==> config.mk <==
export PLATFORM = sky130hd
export DESIGN_NAME = bbus_lane
export DESIGN_NICKNAME = d
export VERILOG_FILES = /design/src/hdl/bbus_pkg.sv /design/src/hdl/bbus_lane.sv
export SDC_FILE = /design/constraint.sdc
export NUM_CORES = 1
export LEC_CHECK = 0
export ABC_AREA = 1
export BUFFER_PORTS_ARGS = -buffer_cell sky130_fd_sc_hd__buf_2
export CORE_MARGIN = 2
export CORE_UTILIZATION = 40
export DETAILED_ROUTE_END_ITERATION = 7
export SLEW_MARGIN = 20
export SYNTH_ARGS = -nofsm -noshare
export SYNTH_HDL_FRONTEND = slang
export SYNTH_SLANG_ARGS = --single-unit
==> constraint.sdc <==
create_clock -name clock -period 27.2 [get_ports clock]
set_input_delay 5.44 -clock clock [delete_from_list [all_inputs] [get_ports clock]]
set_output_delay 5.44 -clock clock [all_outputs]
set_load 0.02 [all_outputs]
==> src/hdl/bbus_pkg.sv <==
// Shared types, constants and the reciprocal table of the unsharp sharpener.
package bbus_pkg;

   localparam int PIX_W       = 8;
   localparam int RGB_W       = 3 * PIX_W;
   localparam int SUM_W       = 12;
   localparam int CNT_W       = 4;
   localparam int RECIP_W     = 17;
   localparam int RECIP_SHIFT = 16;
   localparam int FW_W        = 12;
   localparam int FH_W        = 16;
   localparam int POS_W       = 17;
   localparam int CSR_IDX_W   = 1;
   localparam int CSR_DATA_W  = 16;
   localparam int TAPS        = 9;

   localparam logic [CSR_IDX_W-1:0] REG_FRAME_WIDTH  = 1'b0;
   localparam logic [CSR_IDX_W-1:0] REG_FRAME_HEIGHT = 1'b1;

   localparam logic [FW_W-1:0]  FRAME_WIDTH_RESET  = 12'd640;
   localparam logic [FH_W-1:0]  FRAME_HEIGHT_RESET = 16'd480;
   localparam logic [PIX_W-1:0] PIX_MAX            = 8'd255;
   localparam logic [FH_W-1:0]  ROW_MAX            = 16'hFFFF;

   typedef logic [RGB_W-1:0] rgb_type;

   // tap index is column * 3 + row; column 0 oldest, row 0 top
   typedef logic [TAPS-1:0][RGB_W-1:0] window_type;
   typedef logic [TAPS-1:0][PIX_W-1:0] chan_window_type;

   typedef struct packed {
      logic [PIX_W-1:0] red;
      logic [PIX_W-1:0] green;
      logic [PIX_W-1:0] blue;
      logic             drain;
   } pixel_in_type;

   typedef struct packed {
      logic [PIX_W-1:0] out_red;
      logic [PIX_W-1:0] out_green;
      logic [PIX_W-1:0] out_blue;
      logic             frame_end;
   } pixel_out_type;

   typedef struct packed {
      logic left;
      logic right;
      logic top;
      logic bottom;
   } edge_mask_type;

   typedef struct packed {
      logic load_sum;
      logic load_avg;
   } lane_ctrl_type;

   typedef struct packed {
      logic capture;
      logic commit;
   } line_ctrl_type;

   // ceil(2^16 / count): exact quotient for sums below 2^12
   function automatic logic [RECIP_W-1:0] recip(input logic [CNT_W-1:0] count);
      logic [RECIP_W-1:0] r;
      case (count)
         4'd1:    r = 17'd65536;
         4'd2:    r = 17'd32768;
         4'd3:    r = 17'd21846;
         4'd4:    r = 17'd16384;
         4'd5:    r = 17'd13108;
         4'd6:    r = 17'd10923;
         4'd7:    r = 17'd9363;
         4'd8:    r = 17'd8192;
         4'd9:    r = 17'd7282;
         default: r = '0;
      endcase
      return r;
   endfunction

endpackage

==> src/hdl/bbus_lane.sv <==
// One colour lane: masked box sum, division by the tap count, sharpening.
module bbus_lane
   import bbus_pkg::*;
(
   input  logic             clock,
   input  lane_ctrl_type    ctrl,
   input  edge_mask_type    mask,
   input  chan_window_type  chan,
   output logic [PIX_W-1:0] result
);

   logic [SUM_W-1:0]         sum_in;
   logic [SUM_W-1:0]         sum_ff;
   logic [CNT_W-1:0]         count_in;
   logic [CNT_W-1:0]         count_ff;
   logic [SUM_W+RECIP_W-1:0] product;
   logic [PIX_W-1:0]         avg_in;
   logic [PIX_W-1:0]         avg_ff;
   logic [PIX_W-1:0]         orig;
   logic [PIX_W-1:0]         detail;
   logic [PIX_W:0]           total;

   // add the taps that lie inside the frame
   always_comb begin
      logic take;
      sum_in   = '0;
      count_in = '0;
      for (int c = 0; c < 3; c++) begin
         for (int r = 0; r < 3; r++) begin
            take = !((c == 0 && !mask.left) || (c == 2 && !mask.right) ||
                     (r == 0 && !mask.top)  || (r == 2 && !mask.bottom));
            if (take) begin
               sum_in   = sum_in + SUM_W'(chan[c*3+r]);
               count_in = count_in + CNT_W'(1);
            end
         end
      end
   end

   // divide by multiplying with the reciprocal
   assign product = SUM_W'(sum_ff) * recip(count_ff);
   assign avg_in  = product[RECIP_SHIFT +: PIX_W];

   always_ff @(posedge clock) begin
      if (ctrl.load_sum) begin
         sum_ff   <= sum_in;
         count_ff <= count_in;
      end
      if (ctrl.load_avg) begin
         avg_ff <= avg_in;
      end
   end

   // floor the detail at zero, saturate the sum
   assign orig   = chan[4];
   assign detail = (orig > avg_ff) ? (orig - avg_ff) : '0;
   assign total  = {1'b0, orig} + {1'b0, detail};
   assign result = total[PIX_W] ? PIX_MAX : total[PIX_W-1:0];

endmodule

==> results of run 1 <==
worst max-delay path, stage by stage:
cell	delay [ns]
buf_2	0.11
inv_1	0.08
ha_1	0.17
inv_1	0.05
fa_1	0.39
nand2_1	0.11
nand2_1	0.05
nand2_1	0.07
nand2_1	0.06
a21oi_1	0.16
nor2_1	0.07
nor2_1	0.08
o21bai_1	0.07
nand2_1	0.12
inv_1	0.13
nand2_1	0.13
fa_1	0.21
nor2_1	0.06
o21ai_0	0.17
nand2_1	0.11
a21oi_1	0.14
o21bai_1	0.10
a21o_1	0.16
a21oi_1	0.41
a21boi_0	0.22
o21ai_0	0.11
buf_2	0.17
layer usage:
metal / track usage / up-vias / part of all wire
met5: 0 / - / 0
met4: 0.0460 / 0 / 0.018
met3: 0.0149 / 29 / 0.039
met2: 0.343 / 206 / 0.48
met1: 0.265 / 4494 / 0.46
li1: - / 4904 / -
cells in the final DEF, fill, tap and decap left out, types with 2 or more instances in the layout:
cell | synthesis | layout
a211oi_1 | 2 | 2
a21o_1 | 5 | 5
a21oi_1 | 78 | 78
a31oi_1 | 7 | 7
and2_1 | 3 | 3
buf_2 | 2 | 86
buf_4 | 1 | 5
bufinv_16 | 0 | 2
clkbuf_16 | 0 | 5
dfxtp_1 | 15 | 15
edfxtp_1 | 24 | 24
fa_1 | 151 | 151
ha_1 | 130 | 130
inv_1 | 366 | 366
inv_2 | 5 | 5
nand2_1 | 392 | 392
nand2_2 | 22 | 22
nand3_1 | 39 | 39
nand3_2 | 12 | 12
nand3b_1 | 2 | 2
nand4_1 | 12 | 12
nor2_1 | 63 | 63
nor3_1 | 9 | 9
nor3b_2 | 2 | 2
nor4_1 | 3 | 3
o211ai_1 | 3 | 3
o21a_1 | 2 | 2
o21ai_0 | 76 | 76
o21ai_1 | 11 | 11
o21ai_2 | 2 | 2
o21bai_1 | 3 | 3
o221ai_1 | 2 | 2
o31ai_1 | 7 | 7
or2_1 | 2 | 2
or2_2 | 7 | 7
xnor2_1 | 21 | 21
xor2_1 | 31 | 31
logic make-up after synthesis:
kind of cell	count (synthesis)
simple gates	571
buf+inv	411
fa+ha+maj	281
compound gates	205
xor+xnor	54
flops	39
cells in the mapped netlist (2+ instances only):
| master | count |
|---|---|
| dfxtp_1 | 15 |
| nand3_1 | 39 |
| o21bai_1 | 3 |
| a21o_1 | 5 |
| nor4_1 | 3 |
| edfxtp_1 | 24 |
| buf_2 | 2 |
| nand4_1 | 12 |
| buf_1 | 2 |
| inv_2 | 5 |
| a21oi_1 | 78 |
| o21ai_1 | 11 |
| nand2_2 | 22 |
| or2_1 | 2 |
| fa_1 | 151 |
| nor2_1 | 63 |
| nand2_1 | 392 |
| nor3_1 | 9 |
| xor2_1 | 31 |
| o21ai_0 | 76 |
| a211oi_1 | 2 |
| ha_1 | 130 |
| o221ai_1 | 2 |
| o31ai_1 | 7 |
| nand3_2 | 12 |
| and2_1 | 3 |
| nor3b_2 | 2 |
| o21ai_2 | 2 |
| clkbuf_1 | 32 |
| a31oi_1 | 7 |
| inv_1 | 366 |
| xnor2_1 | 21 |
| nand3b_1 | 2 |
| o211ai_1 | 3 |
| o21a_1 | 2 |
| or2_2 | 7 |
how the worst min path moves through the flow:
stage / depth (start not counted) / slack, ns / endpoint
floorplan: 3 / 0.58 / register
global placement: 3 / 0.63 / register
detailed placement: 3 / 0.64 / register
CTS: 3 / 0.65 / register
global route: 3 / 0.71 / register
finish: 3 / 0.65 / register
power by group through the flow:
stage	Combinational (mW)	Sequential [mW]	Clock, mW
final	0.917	0.134	0.0770
after global routing	1.06	0.138	0.0809
after CTS	0.926	0.134	0.0789
after detailed placement	0.917	0.135	0
after global placement	0.904	0.135	0
after floorplan	0.722	0.106	0
metrics by stage:
stage	power (mW)	util
finish	1.13	0.441
global route	1.28	0.441
CTS	1.14	0.441
detailed placement	1.05	0.434
global placement	1.04	0.434
floorplan	0.828	-
cell type report:
type | count | area, um^2 | area share
clock buffers | 6 | 129 | 0.0105
clock inverters | 2 | 60.1 | 0.00490
inverters | 373 | 1400 | 0.114
multi-input cells | 1111 | 8710 | 0.710
flip-flops and latches | 39 | 1020 | 0.0833
well taps | 378 | 473 | 0.0386
repair buffers | 91 | 468 | 0.0382
==> flow_metrics.env, run 1 <==
export IMPL_core_um2=27800
export IMPL_num_rows=61
export IMPL_fill_cells=2941
export IMPL_synth_compound_area_frac=0.0999
export IMPL_fin_crit_ns=14.61
export IMPL_nets=1981
export IMPL_portBuffers=86
export IMPL_setup_tns_ns=0
export IMPL_mappedNetlistArea_um2=11300
export IMPL_max_freq_mhz=68.4
export IMPL_synth_top_family_by_area="adder cells"
export IMPL_finalHoldViolations=0
export IMPL_r2r_end="avg_ff[6]"
export IMPL_dieArea_um2=29600
export IMPL_finalSetupViolCount=0
export IMPL_synth_largest_area_cell="fa_1"
export IMPL_cts_tree="yes"
export IMPL_final_setup_skew_ns=0.00666
export IMPL_ys_seq_area_frac=0.0905
export IMPL_antenna_found_initial=0
export IMPL_synth_fa_ha_area_frac=0.412
export IMPL_synth_edff_count=24
export IMPL_vdd_drop_max_v=0.0000462
export IMPL_post_route_period_util=0.537
export IMPL_cts_path_max_buffers=2
export IMPL_comb_power_share=0.813
export IMPL_r2r_slack_ns=21.01
export IMPL_min_from="count_ff[3]"
export IMPL_power_internal_mw=0.505
export IMPL_yosys_top_cells_area="fa_1, ha_1, nand2_1, inv_1, edfxtp_1"
export IMPL_synth_top_cell_area_share=0.268
export IMPL_critPathMaxFanout=8
export IMPL_arrival_ns=9.17
export IMPL_overflow=0
export IMPL_p_switching_mw=0.623
export IMPL_synth_simple_area_share=0.216
export IMPL_async_flop_share=0
export IMPL_p_per_area_nw_per_um2=92.0
export IMPL_vias=9633
export IMPL_dpl_instance_area_um2=12100
export IMPL_dp_cells=1992
export IMPL_crit_path_end="result[7]"
export IMPL_slew_viol_final=0
export IMPL_r2r_start="sum_ff[5]"
export IMPL_p_leak_nw=6.79
export IMPL_place_ws_ns=12.57
export IMPL_first_pass_iters=5
export IMPL_pwr_share_clk=0.068
export IMPL_route_final_wire_length_mm=27.4
export IMPL_power_frac_seq=0.119
export IMPL_fp_dieH_um=172
export IMPL_swShare=0.553
export IMPL_die_w_um=172
export IMPL_track_usage=0.196
export IMPL_cts_buffers=5
export IMPL_synth_xor_area_share=0.0432
export IMPL_wl_per_cell_um=13.7
export IMPL_postSynthNetCount=1921
export IMPL_grt_start_max_net_pins=23
export IMPL_ys_ff_latch=39
export IMPL_vias_per_cell=4.82
export IMPL_required_ns=21.76
export IMPL_first_iter_violations=461
export IMPL_worstSetupPathType="input port to primary output"
export IMPL_insertion_delay_ns=0.29
export IMPL_muxShareOfSynthArea=0
export IMPL_syn_avg_cell_area_um2=7.23
export IMPL_hold_slack_ns=0.655
export IMPL_cts_setup_buffers=0
export IMPL_cts_hold_buffers=0
export IMPL_cts_sinks=39
export IMPL_ys_types=52
export IMPL_fin_ws_ns=12.59
export IMPL_grt_pass1_vias=9546
export IMPL_rsz0062_at_grt="no"
export IMPL_cts_clk_slew_worst_paths_ns=0.06
export IMPL_finalInstanceArea_um2=12300
export IMPL_drive_gt1_frac=0.0956
export IMPL_critPathLaunchType="input port"
export IMPL_grt_pass1_wl_mm=46.3
export IMPL_max_cap_viol_count=0
export IMPL_initial_core_util=0.406
export IMPL_relSlewSlack=0.432
export IMPL_place_hpwl_mm=23.5
export IMPL_gp_congestion=0.888
export IMPL_startpoint="chan[32]"
export IMPL_synthCells=1561
export IMPL_hold_class="register to register"
export IMPL_fin_cells=2000
export IMPL_drc=0
export IMPL_synth_ff_type="edfxtp_1"
export IMPL_htree_num_levels=2
export IMPL_drtAntennaViolNets=0
export IMPL_pin_count=87
export IMPL_cp_end_kind="primary output"
export IMPL_ys_warn_count=0
export IMPL_worst_slew_pin_transition_ns=0.844
export IMPL_n_antenna_cell=0
export IMPL_status="completed"
export IMPL_cts_root_buf="clkbuf_16"
export IMPL_r2r_cells=24
export IMPL_area_growth_pct=8.63
export IMPL_cts_resized=0
Power figures use the tool's default switching activity.
==> run 2, diff against run 1 <==
--- a/config.mk
+++ b/config.mk
@@ -5,7 +5,7 @@
 export SDC_FILE = /design/constraint.sdc
 export NUM_CORES = 1
 export LEC_CHECK = 0
-export ABC_AREA = 1
+export ABC_AREA = 0
 export BUFFER_PORTS_ARGS = -buffer_cell sky130_fd_sc_hd__buf_2
 export CORE_MARGIN = 2
 export CORE_UTILIZATION = 40
==> constraint.sdc (replaced) <==
create_clock -name clock -period 14.8 [get_ports clock]
set_input_delay 2.96 -clock clock [delete_from_list [all_inputs] [get_ports clock]]
set_output_delay 2.96 -clock clock [all_outputs]
set_load 0.02 [all_outputs]
==> run 2 against run 1 <==
Clock skew fell by 0.0026 ns. Register-to-register slack got worse by 12 ns. Core utilization fell by 0.53 points. Non-clock buffer count fell by 5. Routed wire length fell by 7.0%. Largest cell class unchanged. Largest power group unchanged. Highest routed layer is now met5.
==> flow_metrics.env, run 2 <==
export IMPL_vias=8706
export IMPL_crit_path_end="sum_ff[11]"
export IMPL_core_um2=27600
export IMPL_crit_slowest_cell="o41ai_1"
export IMPL_cts_hold_buffers=0
export IMPL_fin_crit_ns=12.13
export IMPL_synthCells=1319
export IMPL_synth_edff_count=24
export IMPL_cts_path_max_buffers=2
export IMPL_overflow=0
export IMPL_power_frac_seq=0.119
export IMPL_gp_congestion=0.860
export IMPL_synth_largest_area_cell="fa_1"
export IMPL_final_setup_skew_ns=0.00407
export IMPL_cts_tree="yes"
export IMPL_power_internal_mw=1.18
export IMPL_hold_class="register to register"
export IMPL_track_usage=0.184
export IMPL_max_cap_viol_count=0
export IMPL_ys_warn_count=0
export IMPL_n_antenna_cell=0
export IMPL_drc=0
export IMPL_critPathMaxFanout=33
export IMPL_syn_avg_cell_area_um2=8.43
export IMPL_swShare=0.526
export IMPL_die_w_um=171
export IMPL_place_hpwl_mm=21.3
export IMPL_htree_num_levels=2
export IMPL_cts_clk_slew_worst_paths_ns=0.06
export IMPL_grt_start_max_net_pins=34
export IMPL_synth_top_cell_area_share=0.272
export IMPL_max_stage_delay_ns=0.50
export IMPL_multiInputGateArea_um2=9140
export IMPL_slew_viol_final=0
export IMPL_cts_sinks=39
export IMPL_post_route_period_util=0.820
export IMPL_cp_end_kind="register"
export IMPL_vdd_drop_max_v=0.000116
export IMPL_synth_ff_type="edfxtp_1"
export IMPL_hold_slack_ns=0.660
export IMPL_grt_pass1_wl_mm=43.2
export IMPL_final_common_cell="inv_1"
export IMPL_r2r_start="sum_ff[4]"
export IMPL_rsz0062_at_grt="no"
export IMPL_r2r_cells=19
export IMPL_fp_dieH_um=171
export IMPL_finalSetupViolCount=0
export IMPL_cts_setup_buffers=0
export IMPL_setup_tns_ns=0
export IMPL_area_growth_pct=7.97
export IMPL_p_per_area_nw_per_um2=207
export IMPL_ys_types=68
export IMPL_route_final_wire_length_mm=25.5
export IMPL_first_iter_violations=343
export IMPL_initial_core_util=0.404
export IMPL_cts_root_buf="clkbuf_16"
export IMPL_dieArea_um2=29200
export IMPL_status="completed"
export IMPL_startpoint="mask[1]"
export IMPL_wl_per_cell_um=14.6
export IMPL_antenna_found_initial=1
export IMPL_seqCellArea_um2=1020
export IMPL_power_mw=2.49
export IMPL_max_freq_mhz=82.4
export IMPL_critPathLaunchType="input port"
export IMPL_portBuffers=86
export IMPL_ys_ff_latch=39
export IMPL_ys_seq_area_frac=0.0918
export IMPL_relSlewSlack=0.534
export IMPL_worst_slew_pin_transition_ns=0.698
export IMPL_async_flop_share=0
export IMPL_p_switching_mw=1.31
export IMPL_r2r_end="avg_ff[7]"
export IMPL_yosys_top_cells_area="fa_1, ha_1, inv_1, edfxtp_1, nand2_1"
export IMPL_mappedNetlistArea_um2=11100
export IMPL_first_pass_iters=5
export IMPL_num_rows=61
export IMPL_grt_pass1_vias=8806
export IMPL_path_common_cell="ha_1"
export IMPL_fin_ws_ns=2.67
export IMPL_vias_per_cell=4.98
export IMPL_fill_cells=2766
export IMPL_cts_resized=0
export IMPL_pwr_share_clk=0.043
export IMPL_comb_power_share=0.837
export IMPL_worstHoldPathCells=2
export IMPL_cts_buffers=5
export IMPL_insertion_delay_ns=0.29
export IMPL_worstSetupPathType="input port to register"
export IMPL_r2r_slack_ns=8.54
export IMPL_utilization=0.436
export IMPL_required_ns=14.84
export IMPL_yosysMostFrequentCell="inv_1"
export IMPL_yosys_top_cells_count="inv_1, nand2_1, fa_1, ha_1, and2_1"
export IMPL_drive_gt1_frac=0.0883
export IMPL_final_cell_mix="inv_1, nand2_1, fa_1"
export IMPL_drtAntennaViolNets=0
export IMPL_place_ws_ns=2.41
export IMPL_arrival_ns=12.18
export IMPL_nets=1729
export IMPL_finalHoldViolations=0
export IMPL_p_leak_nw=5.79
export IMPL_postSynthNetCount=1679
export IMPL_pin_count=87
## run 2: cell count changes after synthesis, sizes merged, moves of 34 or more
cell	delta
o21ai	-34
inv	-157
and2	+73
nand2	-239
xnor2	+40
nand3	-42
## run 2: routing by layer
| metal | routed length [um] | track usage | part of all wire |
|---|---|---|---|
| met1 | 11900 | 0.248 | 0.47 |
| met2 | 12600 | 0.327 | 0.49 |
| met3 | 780 | 0.0141 | 0.031 |
| met4 | 246 | 0.0312 | 0.0096 |
| met5 | 13 | 0 | 0.00051 |
## run 2: cell families after synthesis
kind of cell / after synthesis / share of synthesized area
fa+ha+maj: 282 / 0.419
mux: 28 / 0.0267
buf+inv: 258 / 0.0870
compound gates: 222 / 0.135
xor+xnor: 79 / 0.0656
flops: 39 / 0.0918
simple gates: 411 / 0.175
## run 2: worst min path at each step
stage / startpoint / endpoint / slack, ns
2_1_floorplan: count_ff[1] / register / 0.57
3_3_place_gp: count_ff[1] / register / 0.64
3_5_place_dp: count_ff[1] / register / 0.66
4_1_cts: count_ff[1] / register / 0.67
5_1_grt: count_ff[1] / register / 0.75
6_report: count_ff[1] / register / 0.66
## run 2: critical path, delay by kind of cell
family	cells	cell delay, ns
adders and majority gates	9	2.84
AOI/OAI and AO/OA	17	2.80
and+or+nand+nor	5	1.06
xor gates and xnor gates	5	0.88
muxes	3	0.87
buffers and inverters	5	0.74
## run 2: final cells by class
| type | instances | share of cell area |
|---|---|---|
| Timing Repair Buffer | 86 | 0.0358 |
| Inverter | 215 | 0.0672 |
| Multi-Input combinational cell | 1022 | 0.761 |
| Clock inverter | 3 | 0.00167 |
| Clock buffer | 5 | 0.0104 |
| Tap cell | 378 | 0.0394 |
| Sequential cell | 39 | 0.0850 |
## run 2: metrics by stage
step,cells,cell area [um^2]
2_1_floorplan,1319,11100
3_3_place_gp,1740,11900
3_5_place_dp,1740,11900
4_1_cts,1748,12000
5_1_grt,1748,12000
6_report,1748,12000
## run 2: power groups by stage
stage | clock network (mW) | registers, mW | logic (mW)
global placement | 0 | 0.298 | 2.08
floorplan | 0 | 0.215 | 1.71
finish | 0.108 | 0.297 | 2.08
detailed placement | 0 | 0.298 | 2.12
CTS | 0.110 | 0.296 | 2.13
global route | 0.115 | 0.306 | 2.45
